$ cat src/hw/rtl/psu_pkg.sv
// Package with shared constants, register codes and CORDIC tables for the particle shape update.
`default_nettype none
package psu_pkg;
  localparam int MaxPointsDef = 64;
  localparam int CordicStepsDef = 16;

  localparam logic [2:0] RegStartCx = 3'd0;
  localparam logic [2:0] RegStartCy = 3'd1;
  localparam logic [2:0] RegHSpeed = 3'd2;
  localparam logic [2:0] RegStartVs = 3'd3;
  localparam logic [2:0] RegSpin = 3'd4;
  localparam logic [2:0] RegGravity = 3'd5;
  localparam logic [2:0] RegScale = 3'd6;
  localparam logic [2:0] RegLife = 3'd7;

  localparam logic signed [35:0] HalfPiQ30 = 36'sd1686629713;
  localparam logic signed [35:0] PiQ30 = 36'sd3373259426;
  localparam logic signed [35:0] GainQ30 = 36'sd652032874;

  function automatic logic signed [35:0] atan_q30(input logic [4:0] i);
    logic signed [35:0] r;
    case (i)
      5'd0: r = 36'sh03243F6A8;
      5'd1: r = 36'sh01DAC6705;
      5'd2: r = 36'sh00FADBAFC;
      5'd3: r = 36'sh007F56EA6;
      5'd4: r = 36'sh003FEAB76;
      5'd5: r = 36'sh001FFD55B;
      5'd6: r = 36'sh000FFFAAA;
      5'd7: r = 36'sh0007FFF55;
      5'd8: r = 36'sh0003FFFEA;
      5'd9: r = 36'sh0001FFFFD;
      5'd10: r = 36'sh0000FFFFF;
      5'd11: r = 36'sh00007FFFF;
      5'd12: r = 36'sh00003FFFF;
      5'd13: r = 36'sh00001FFFF;
      5'd14: r = 36'sh00000FFFF;
      5'd15: r = 36'sh000007FFF;
      5'd16: r = 36'sh000003FFF;
      5'd17: r = 36'sh000001FFF;
      5'd18: r = 36'sh000000FFF;
      5'd19: r = 36'sh0000007FF;
      5'd20: r = 36'sh0000003FF;
      5'd21: r = 36'sh0000001FF;
      5'd22: r = 36'sh0000000FF;
      5'd23: r = 36'sh00000007F;
      default: r = '0;
    endcase
    return r;
  endfunction

  function automatic logic signed [31:0] sat32(input logic signed [63:0] v);
    logic signed [31:0] r;
    if (v > 64'sd2147483647) r = 32'sh7FFFFFFF;
    else if (v < -64'sd2147483648) r = 32'sh80000000;
    else r = v[31:0];
    return r;
  endfunction
endpackage
`default_nettype wire

$ cat src/hw/rtl/psu_cordic.sv
// Iterative CORDIC that turns an angle into rounded Q24 cosine and sine.
`default_nettype none
module psu_cordic import psu_pkg::*; #(
  parameter int CordicSteps = CordicStepsDef
) (
  input  wire logic                clk_i,
  input  wire logic                rst_ni,
  input  wire logic                start_i,
  input  wire logic signed [35:0]  theta_i,
  output logic                     done_o,
  output logic signed [35:0]       cos_o,
  output logic signed [35:0]       sin_o
);
  localparam int StepW = $clog2(CordicSteps + 1);
  logic signed [35:0] x_q, x_d, y_q, y_d, z_q, z_d;
  logic [StepW-1:0] i_q, i_d;
  logic busy_q, busy_d, fold_q, fold_d, done_d;
  logic signed [35:0] xs, ys, xf, yf;

  always_comb begin
    x_d = x_q; y_d = y_q; z_d = z_q; i_d = i_q; busy_d = busy_q;
    fold_d = fold_q; done_d = 1'b0;
    xs = x_q >>> i_q;
    ys = y_q >>> i_q;
    if (start_i) begin
      fold_d = theta_i > HalfPiQ30;
      z_d = fold_d ? theta_i - PiQ30 : theta_i;
      x_d = GainQ30; y_d = '0; i_d = '0; busy_d = 1'b1;
    end else if (busy_q) begin
      if (z_q >= 0) begin
        x_d = x_q - ys; y_d = y_q + xs; z_d = z_q - atan_q30(5'(i_q));
      end else begin
        x_d = x_q + ys; y_d = y_q - xs; z_d = z_q + atan_q30(5'(i_q));
      end
      i_d = i_q + 1'b1;
      if (i_q == StepW'(CordicSteps - 1)) begin
        busy_d = 1'b0; done_d = 1'b1;
      end
    end
  end

  assign xf = fold_q ? -x_q : x_q;
  assign yf = fold_q ? -y_q : y_q;
  assign cos_o = (xf + 36'sd32) >>> 6;
  assign sin_o = (yf + 36'sd32) >>> 6;

  always_ff @(posedge clk_i or negedge rst_ni) begin
    if (!rst_ni) begin
      busy_q <= 1'b0; done_o <= 1'b0; i_q <= '0; fold_q <= 1'b0;
    end else begin
      busy_q <= busy_d; done_o <= done_d; i_q <= i_d; fold_q <= fold_d;
    end
  end
  always_ff @(posedge clk_i) begin
    x_q <= x_d; y_q <= y_d; z_q <= z_d;
  end
endmodule
`default_nettype wire

$ cat config.mk
export PLATFORM = sky130hd
export DESIGN_NAME = psu_cordic
export DESIGN_NICKNAME = d
export VERILOG_FILES = /design/src/hw/rtl/psu_pkg.sv /design/src/hw/rtl/psu_cordic.sv
export SDC_FILE = /design/constraint.sdc
export NUM_CORES = 1
export LEC_CHECK = 0
export BUFFER_PORTS_ARGS = -buffer_cell sky130_fd_sc_hd__buf_2
export CAP_MARGIN = 20
export CORE_ASPECT_RATIO = 1.2
export CORE_MARGIN = 1
export CORE_UTILIZATION = 45
export CTS_CLUSTER_SIZE = 30
export DETAILED_ROUTE_END_ITERATION = 7
export SLEW_MARGIN = 0
export SYNTH_ARGS = -nofsm -noshare
export SYNTH_HDL_FRONTEND = slang
export SYNTH_SLANG_ARGS = --single-unit
$ cat constraint.sdc
create_clock -name clk_i -period 8 [get_ports clk_i]
set_clock_uncertainty 0.2 [all_clocks]
set_input_delay 0.8 -clock clk_i [delete_from_list [all_inputs] [get_ports clk_i]]
set_output_delay 0.8 -clock clk_i [all_outputs]
set_load 0.01 [all_outputs]
### After elaboration in Yosys (flattened, before gate mapping)

Memories as Yosys holds them, arrays and structs flattened.
Cells that the tools add are included.

| operators by class | value |
|---|---|
| add/subtract/negate cells | 12 |
| equal/unequal tests | 1 |
| shifts and indexed selects | 2 |
| magnitude comparators | 2 |
| multiplexer cells | 22 |
| reductions and logical operators | 1 |

Operators by type and width:

| kind | number |
|---|---|
| 36-bit two-way mux | 14 |
| 36-bit adder | 3 |
| 36-bit subtractor | 3 |
| 36-bit by 7-bit adder with 36-bit output (second input constant) | 2 |
| 36-bit negation | 2 |
| 36-bit by 5-bit >>> shifter with 36-bit output | 2 |
| 36-bit by 1-bit >= comparator with 1-bit output (second input constant) | 1 |
| 36-bit by 32-bit greater-than comparator with 1-bit output (second input constant) | 1 |
| 36-bit by 33-bit subtractor with 36-bit output (second input constant) | 1 |
| 5-bit two-way mux | 2 |
| 1-bit two-way mux | 6 |
| 5-bit by 1-bit adder with 5-bit output (second input constant) | 1 |
| 5-bit by 4-bit equality test with 1-bit output (second input constant) | 1 |
| 2-bit nonzero test | 1 |

| storage, ports and cells | value |
|---|---|
| word-level logic and storage cells | 49 |
| bits in read-only memories | 1,920 |
| output and inout bits | 73 |
| memories kept | 2 |
| bits in registers | 116 |
| input bits | 39 |

Memory list:

| memory | words | width | rd ports | clocked after memory_dff | write ports | line | RTL |
|---|---|---|---|---|---|---|---|
| (no name shown) | 32 | 30 | 1 | 0 | 0 | psu_pkg.sv:22 | `case (i)` |
| (no name shown) | 32 | 30 | 1 | 0 | 0 | psu_pkg.sv:22 |  |

### Depth between registers and ports, before layout

Gate-level depths: netlist (run 1).

| logic depth | value |
|---|---|
| depth after elaboration | 8 |
| depth in mapped cells | 29 |
| gate-level depth less buffers | 24 |

### Worst setup path before layout (run 1)

No wires, ideal clock.

| path | value |
|---|---|
| path type | register to register |
| from | register i_q[0] |
| to | register y_q[34] |
| path buffers | 4 |
| period minus slack after synthesis | 6.410 ns |
| cell stages (with the launch flop) | 26 |
| data arrival time | 6.081 ns |
| data required time | 7.671 ns |
| setup slack | 1.590 ns |
| library setup time | 0.129 ns |
| path through | dfrtp_1 > buf_4 > buf_2 > buf_4 > buf_2 > mux4_2 > a22o_1 > nor3_1 > ha_1 > nand3_1 > or2_2 > nor3_1 > nand2_1 > o21ai_0 > xor2_1 > ha_1 > a21oi_1 > o21ai_0 > or4_1 > a31o_2 > a41o_1 > a221oi_1 > a21oi_1 > a31oi_1 > xor2_1 > o21ai_0 |

| between the ends | value |
|---|---|
| longest elaborated chain between the ends | 3 |
| elaborated cells on any way between the ends | 4 |
| classes of those cells | add/sub: 2; shift: 1; mux: 1 |

RTL lines:

| what | line | RTL |
|---|---|---|
| start: declaration | psu_cordic.sv:16 | `logic [StepW-1:0] i_q, i_d;` |
| start signal: assignment | psu_cordic.sv:51 | `busy_q <= busy_d; done_o <= done_d; i_q <= i_d; fold_q <= fold_d;` |
| 36-bit by 5-bit >>> shifter with 36-bit output * | psu_cordic.sv:23 | `xs = x_q >>> i_q;` |
| 36-bit subtractor / 36-bit adder (equally long branches) | psu_cordic.sv:33, psu_cordic.sv:31 |  |
| 36-bit two-way mux * | psu_cordic.sv:30 | `if (z_q >= 0) begin` |
| end signal: assignment | psu_cordic.sv:55 | `x_q <= x_d; y_q <= y_d; z_q <= z_d;` |
| end: declaration | psu_cordic.sv:15 | `logic signed [35:0] x_q, x_d, y_q, y_d, z_q, z_d;` |

Every way passes the cells marked *; elsewhere a longest branch is shown, timed or not.
A chain may end at the register's enable or synchronous reset.

### Worst setup path in the final report (run 1)

| path | value |
|---|---|
| from | register i_q[0] |
| to | register x_q[35] |

| between the ends | value |
|---|---|
| longest elaborated chain between the ends | 3 |
| elaborated cells on any way between the ends | 4 |
| classes of those cells | add/sub: 2; shift: 1; mux: 1 |

RTL lines:

| what | line | RTL |
|---|---|---|
| 36-bit by 5-bit >>> shifter with 36-bit output * | psu_cordic.sv:24 | `ys = y_q >>> i_q;` |
| 36-bit adder / 36-bit subtractor (equally long branches) | psu_cordic.sv:33, psu_cordic.sv:31 |  |
| 36-bit two-way mux * | psu_cordic.sv:30 |  |
| end signal: assignment | psu_cordic.sv:55 |  |
| end: declaration | psu_cordic.sv:15 |  |

Marks and branches as above.

==> impl_metrics.py, run 1 <==
metrics = {
    "hold_path": {
        "hold_class": "reg -> reg",
        "hold_path_depth": 2,
    },
    "final_layout": {
        "antenna_cells": 0,
        "drive_gt1_share_pct": 14.3,
        "area.growth.synth_to_final_pct": 8.26,
        "fin_util_pct": 49.6,
        "fillers": 4445,
        "final_nets": 2847,
    },
    "logic_synthesis": {
        "synth_edf_count": 36,
        "syn-num-nets": 2852,
        "async_reset_ff_share_pct": 6.90,
        "ys_seq_elements": 116,
        "yosysUniqueCellTypes": 96,
        "syn_avg_cell_area_um2": 7.67,
        "synth_ff_type": "dfxtp_1",
        "ys_warn_count": 0,
        "synthesis.area_um2": 20600,
        "synth_cells": 2686,
        "ys_seq_area_share_pct": 13.2,
    },
    "cts": {
        "ctsHoldBuffers": 1,
        "cts.sinks": 116,
        "root_buffer": "clkbuf_16",
        "h-tree-depth": 4,
        "cts_resized": 0,
        "cts_buffers": 17,
        "clock_path_buffers": 2,
        "clk_pin_slew_ns": 0.06,
        "cts_setup_buffers": 0,
        "clk_latency_ns": 0.47,
        "cts_tree": "built",
    },
    "place": {
        "dp_hpwl_mm": 60.3,
        "place_congestion": 1.06,
        "port-buffer-count": 111,
    },
    "drt": {
        "drt-total-wl_mm": 79.9,
        "drtPass1Iterations": 8,
        "via_per_inst": 6.44,
        "vias": 21300,
        "drt_iter0_markers": 1798,
        "wire_per_inst_um": 24.2,
        "postRouteAntennaNets": 0,
        "drc_errors": 0,
    },
    "floorplanning": {
        "fp.dieH_um": 236,
        "ios": 112,
        "start_util_pct": 45.8,
        "core_um2": 45000,
        "num_rows": 85,
        "die_x_um": 197,
        "die_area_um2": 46600,
    },
    "setup_path": {
        "crit_fanout": 42,
        "endpoint_kind": "register",
        "r2r_cells": 21,
        "startpoint_type": "register",
        "crit_path_top_delay_cell": "dfrtp_4",
        "critPathArrivalTime_ns": 7.54,
        "crit_required_ns": 8.15,
        "critical_path_class": "reg -> reg",
        "max_stage_delay_ns": 0.88,
        "path_common_cell": "o21ai_0",
        "crit_chain": "buf_12 > mux4_2 > a22o_1 > a211oi_2 > a21bo_1 > or2_4 > or4_4 > o21ai_0 > xnor2_1 > ha_1 > o21ai_0 > or3_1 > or2_2 > a211oi_1 > o21ba_2 > o21ai_0 > a211oi_1 > o31ai_1 > nand2b_1 > mux2i_1 > mux2_1",
    },
    "sta": {
        "post-route-period-util_pct": 92.3,
        "report.final.slew_viol_count": 0,
        "fmax_mhz": 135,
        "timing.setup.tns_ns": 0,
        "worst_pin_slew_ns": 1.19,
        "whs_ns": 0.315,
        "setup_violations": 0,
        "rsz0062_at_grt": "false",
        "hold_viol": 0,
        "slew_headroom_pct": 20.1,
        "post-route-min-period_ns": 7.39,
    },
    "global_routing": {
        "grt_max_degree": 58,
        "grt_pass1_wl_mm": 121,
        "grt_pass1_vias": 20000,
        "grt_overflow": 0,
        "antenna_found_initial": 2,
        "grtUsageTotal_pct": 33.9,
    },
    "pwr": {
        "peakVddDrop_uv": 215,
        "power.total_mw": 11.1,
        "p_leak_nw": 9.27,
        "power_density_nw_per_um2": 499,
    },
    "run_status": {
        "outcome": "finished clean",
    },
    "job": {
        "drv_cap": 0,
    },
}
synthesized netlist by cell type, types with 25 or more instances:
cell | number | share of area, %
nor3_1 | 53 | 1.3
a21o_1 | 71 | 2.6
xnor2_1 | 182 | 7.7
nand2_1 | 260 | 4.7
buf_2 | 25 | 0.61
xor2_1 | 110 | 4.7
a21oi_1 | 184 | 4.5
o21a_1 | 32 | 1.2
nand3_1 | 49 | 1.2
edfxtp_1 | 36 | 5.2
dfxtp_1 | 72 | 7.0
o22ai_1 | 38 | 1.2
nor2_1 | 239 | 4.4
clkbuf_1 | 148 | 2.7
nor2b_1 | 32 | 0.97
or3_1 | 29 | 0.88
a31oi_1 | 28 | 0.85
and3_1 | 31 | 0.94
mux2_2 | 38 | 2.1
o21ai_0 | 195 | 4.7
mux2i_1 | 69 | 3.4
a211oi_1 | 38 | 1.4
ha_1 | 124 | 7.5
mux4_2 | 71 | 7.8
inv_1 | 64 | 1.2
nand2b_1 | 38 | 1.2
flip-flops by register name, indices dropped and copies added, names as in the netlist:
register and cells:
fold_q 1, y_q 36, busy_q 1, done_o 1
x_q 36, z_q 36, i_q 5
final timing paths:
kind	end	slack [ns]	startpoint
setup reg to reg	x_q[35]$_SDFFE_PP0P_	0.61	i_q[0]$_DFFE_PN0P_
min in group asynchronous	done_o$_DFF_PN0_	0.56	rst_ni
hold / removal	x_q[0]$_SDFFE_PP0P_	0.31	x_q[0]$_SDFFE_PP0P_
hold reg to reg	x_q[0]$_SDFFE_PP0P_	0.31	x_q[0]$_SDFFE_PP0P_
max in group asynchronous	i_q[0]$_DFFE_PN0P_	6.81	rst_ni
setup / recovery	x_q[35]$_SDFFE_PP0P_	0.61	i_q[0]$_DFFE_PN0P_
layout make-up:
type | instances | area (um^2) | share of cell area [%]
Clock inverter | 10 | 179 | 0.803
Multi-Input combinational cell | 2288 | 16700 | 75.0
Tap cell | 609 | 762 | 3.42
Timing Repair Buffer | 191 | 1200 | 5.38
Inverter | 67 | 251 | 1.13
Clock buffer | 22 | 454 | 2.04
Sequential cell | 116 | 2740 | 12.3
worst max-delay path: cells and delay by family, from the launching register on:
| family | cells | cell delay [ns] |
|---|---|---|
| AOI/OAI and AO/OA | 10 | 2.66 |
| and+or+nand+nor | 5 | 1.66 |
| muxes | 3 | 1.08 |
| DFF | 1 | 0.88 |
| buffers and inverters | 1 | 0.32 |
| adders and majority gates | 1 | 0.31 |
| xor gates and xnor gates | 1 | 0.11 |
power breakdown:
group / total [mW] / internal, mW / leakage (nW) / switching, mW
Combinational: 8.85 / 3.84 / 7.89 / 5.01
Sequential: 1.41 / 0.934 / 1.07 / 0.480
Clock: 0.864 / 0.558 / 0.308 / 0.307
Total: 11.1 / 5.34 / 9.27 / 5.79
stage by stage:
step	setup WS, ns	std cells	instance area, um^2
floorplan	1.59	2686	20600
global placement	0.834	3270	21700
detailed placement	0.734	3270	21700
CTS	0.694	3303	22300
global route	0.249	3303	22300
finish	0.613	3303	22300
layout by cell type (no fill, tap or decap), drive strengths merged, types with 69 or more instances in the layout:
cell,instances
buf,190
dfxtp,72
nand2,260
nor2,239
a21o,71
xnor2,182
mux4,80
a21oi,184
mux2i,69
xor2,110
o21ai,196
ha,124
kinds of logic (layout without fill, tap and decap cells):
family | after synthesis | in the layout | synth area share, %
AO/OA/AOI/OAI | 830 | 830 | 26.6
XOR/XNOR | 293 | 293 | 12.5
adder cells (fa/ha/maj) | 127 | 127 | 7.83
buffers and inverters | 282 | 290 | 5.70
flip-flops | 116 | 116 | 13.2
multiplexers | 188 | 188 | 14.4
AND/OR/NAND/NOR | 850 | 850 | 19.7
routing by layer:
metal | wire length (um) | track usage [%] | part of all wire (%)
met1 | 31700 | 41.3 | 40
met3 | 5740 | 5.29 | 7.2
met4 | 3700 | 16.7 | 4.6
met5 | 16 | 0 | 0.020
met2 | 38800 | 57.7 | 49
(Power assumes the default switching activity.)
==> inputs of run 2 (changes only) <==
- ABC_AREA: not set -> 1
- CELL_PAD_IN_SITES_DETAIL_PLACEMENT: not set -> 1
- CELL_PAD_IN_SITES_GLOBAL_PLACEMENT: not set -> 1
- CORE_UTILIZATION: 45 -> 44
- PLACE_DENSITY_LB_ADDON: not set -> 0.1
==> run 2 against run 1 <==
Sequential power shrank 4%. Synthesized cell count increased by 37%. Clock-buffer cell count is 2 lower. Utilization shrank 1.5 points. First-iteration DRC count fell by 20%. Combinational power up 4.1%. Worst hold slack better by 0.036 ns. Global-route usage increased by 2.2 points. Sequential share of layout area about the same. Largest power group unchanged. Highest routed layer is now met4.
==> impl_metrics.py, run 2 <==
metrics = {
    "run_status": {
        "outcome": "finished clean",
    },
    "cts": {
        "cts.sinks": 116,
        "clk_pin_slew_ns": 0.06,
        "root_buffer": "clkbuf_16",
        "clock_path_buffers": 2,
        "cts_buffers": 17,
        "cts_tree": "built",
        "cts_resized": 0,
        "ctsHoldBuffers": 1,
        "h-tree-depth": 4,
        "cts_setup_buffers": 0,
        "clk_latency_ns": 0.48,
    },
    "setup_path": {
        "worst-path-buf-inv": 4,
        "worstReg2RegStart": "i_q[1]$_DFFE_PN0P_",
        "endpoint_kind": "register",
        "path_common_cell": "nand3_1",
        "reg2reg_slack_ns": 1.56,
        "crit_family": "simple AND/OR/NAND/NOR gates",
        "r2r_end": "y_q[33]$_SDFFE_PP0P_",
        "max_stage_delay_ns": 0.79,
        "startpoint_type": "register",
        "crit_fanout": 61,
        "r2r_cells": 29,
        "crit_required_ns": 8.15,
        "critical_path_class": "reg -> reg",
        "critPathArrivalTime_ns": 6.59,
        "crit_path_top_delay_cell": "inv_2",
    },
    "floorplanning": {
        "start_util_pct": 44.8,
        "core_um2": 46300,
        "num_rows": 86,
        "fp.dieH_um": 240,
        "ios": 112,
        "die_x_um": 200,
        "die_area_um2": 48000,
    },
    "final_layout": {
        "layout_common_cells": "1052 x nand2_1, 450 x nand3_1, 419 x inv_1",
        "fin_area_um2": 22200,
        "final_nets": 3865,
        "area.growth.synth_to_final_pct": 7.22,
        "mostFrequentLayoutCell": "nand2_1",
        "largest_registers": "x_q (36), y_q (36), z_q (36)",
        "drive_gt1_share_pct": 6.79,
        "antenna_cells": 0,
    },
    "logic_synthesis": {
        "synth_top_area_share_pct": 19.0,
        "netlist.top_cell.by_area": "nand2_1",
        "syn-num-nets": 3846,
        "synth_cells": 3680,
        "syn_avg_cell_area_um2": 5.64,
        "yosysUniqueCellTypes": 63,
        "synth_area_leaders": "nand2_1 19%, nand3_1 11%, inv_1 7.6%, ha_1 7.5%, dfxtp_1 6.9%",
        "ys_seq_elements": 116,
        "synth_edf_count": 36,
        "synth_commonest_cells": "1052 x nand2_1, 450 x nand3_1, 420 x inv_1, 355 x nor2_1, 228 x o21ai_0",
        "synth_most_common_cell": "nand2_1",
        "ys_seq_area_share_pct": 13.1,
        "synth_ff_type": "dfxtp_1",
        "ys_warn_count": 0,
        "async_reset_ff_share_pct": 6.90,
        "synthesis.area_um2": 20700,
    },
    "drt": {
        "drtPass1Iterations": 7,
        "via_per_inst": 5.82,
        "drt_iter0_markers": 1438,
        "drc_errors": 0,
        "drt-total-wl_mm": 88.1,
        "vias": 25200,
        "postRouteAntennaNets": 0,
        "wire_per_inst_um": 20.4,
    },
    "pwr": {
        "power_density_nw_per_um2": 514,
        "power.total_mw": 11.4,
        "peakVddDrop_uv": 191,
        "p_leak_nw": 11.2,
    },
    "sta": {
        "rsz0062_at_grt": "false",
        "worst_pin_slew_ns": 1.11,
        "timing.setup.tns_ns": 0,
        "hold_viol": 0,
        "report.final.slew_viol_count": 0,
        "post-route-period-util_pct": 80.5,
        "slew_headroom_pct": 26.2,
        "setup_violations": 0,
        "fmax_mhz": 155,
        "post-route-min-period_ns": 6.44,
    },
    "hold_path": {
        "hold_class": "reg -> reg",
        "worstHoldEndpoint": "y_q[0]$_SDFFE_PP0P_",
        "hold_path_depth": 1,
        "worstHoldStart": "y_q[0]$_SDFFE_PP0P_",
    },
    "global_routing": {
        "antenna_found_initial": 0,
        "grt_pass1_wl_mm": 138,
        "grtUsageTotal_pct": 36.2,
        "grt_max_degree": 76,
        "grt_pass1_vias": 25900,
        "grt_overflow": 0,
    },
    "place": {
        "port-buffer-count": 111,
        "dp_hpwl_mm": 71.6,
        "place_congestion": 0.966,
        "placed_area_um2": 21600,
    },
    "job": {
        "drv_cap": 0,
    },
}
## run 2: cell count changes in the layout (fill, tap and decap cells not counted), moves of 38 or more
| cell | delta |
|---|---|
| nand2_1 | +792 |
| nand3_1 | +401 |
| inv_1 | +355 |
| xnor2_1 | -126 |
| nor2_1 | +114 |
| mux4_2 | -71 |
| mux2i_1 | -69 |
| a21o_1 | -60 |
| buf_4 | -57 |
| xor2_1 | +41 |
| mux2_2 | -38 |
| nand2b_1 | -38 |
## run 2: how the worst max path moves through the flow
stage          slack [ns]               start  cells past startpoint                    to
5_1_grt              1.04  i_q[1]$_DFFE_PN0P_                     32  y_q[31]$_SDFFE_PP0P_
2_1_floorplan        3.28  i_q[1]$_DFFE_PN0P_                     29     z_q[29]$_DFFE_PP_
3_3_place_gp         2.00  i_q[1]$_DFFE_PN0P_                     33  y_q[33]$_SDFFE_PP0P_
6_report             1.56  i_q[1]$_DFFE_PN0P_                     29  y_q[33]$_SDFFE_PP0P_
4_1_cts              1.67  i_q[1]$_DFFE_PN0P_                     33  y_q[33]$_SDFFE_PP0P_
3_5_place_dp         1.71  i_q[1]$_DFFE_PN0P_                     33  y_q[33]$_SDFFE_PP0P_
## run 2: where the power goes
group | total, mW | switching, mW | internal (mW)
clock network | 0.872 | 0.342 | 0.530
registers | 1.35 | 0.413 | 0.933
logic | 9.21 | 6.14 | 3.06
## run 2: kinds of logic (layout without fill, tap and decap cells)
logic type	after synthesis	in the layout	synth area share [%]
AND/OR/NAND/NOR	2033	2033	42.0
AO/OA/AOI/OAI	621	621	16.8
buffers and inverters	572	604	11.3
XOR/XNOR	211	211	9.06
adder cells (fa/ha/maj)	127	127	7.77
flip-flops	116	116	13.1
## run 2: metrics by stage
stage | cells | util (%) | worst slack (ns) | hold slack (ns)
global placement | 4292 | 46.6 | 2.00 | 0.340
detailed placement | 4293 | 46.6 | 1.71 | 0.341
floorplan | 3680 | - | 3.28 | 0.282
global route | 4328 | 48.1 | 1.04 | 0.394
CTS | 4326 | 48.0 | 1.67 | 0.355
finish | 4328 | 48.1 | 1.56 | 0.351
## run 2: layout make-up
cell class	count	area [um^2]
well taps	616	771
inverters	437	1640
fillers	6754	24000
repair buffers	135	773
flip-flops and latches	116	2730
multi-input cells	2992	15700
clock buffers	20	447
clock inverters	12	179
## run 2: layer usage
metal,wire length (um),global-route usage (%),part of all wire [%]
met5,0,0,0
met2,44500,67.2,51
met3,2900,3.56,3.3
met4,4640,20.2,5.3
met1,36000,40.1,41
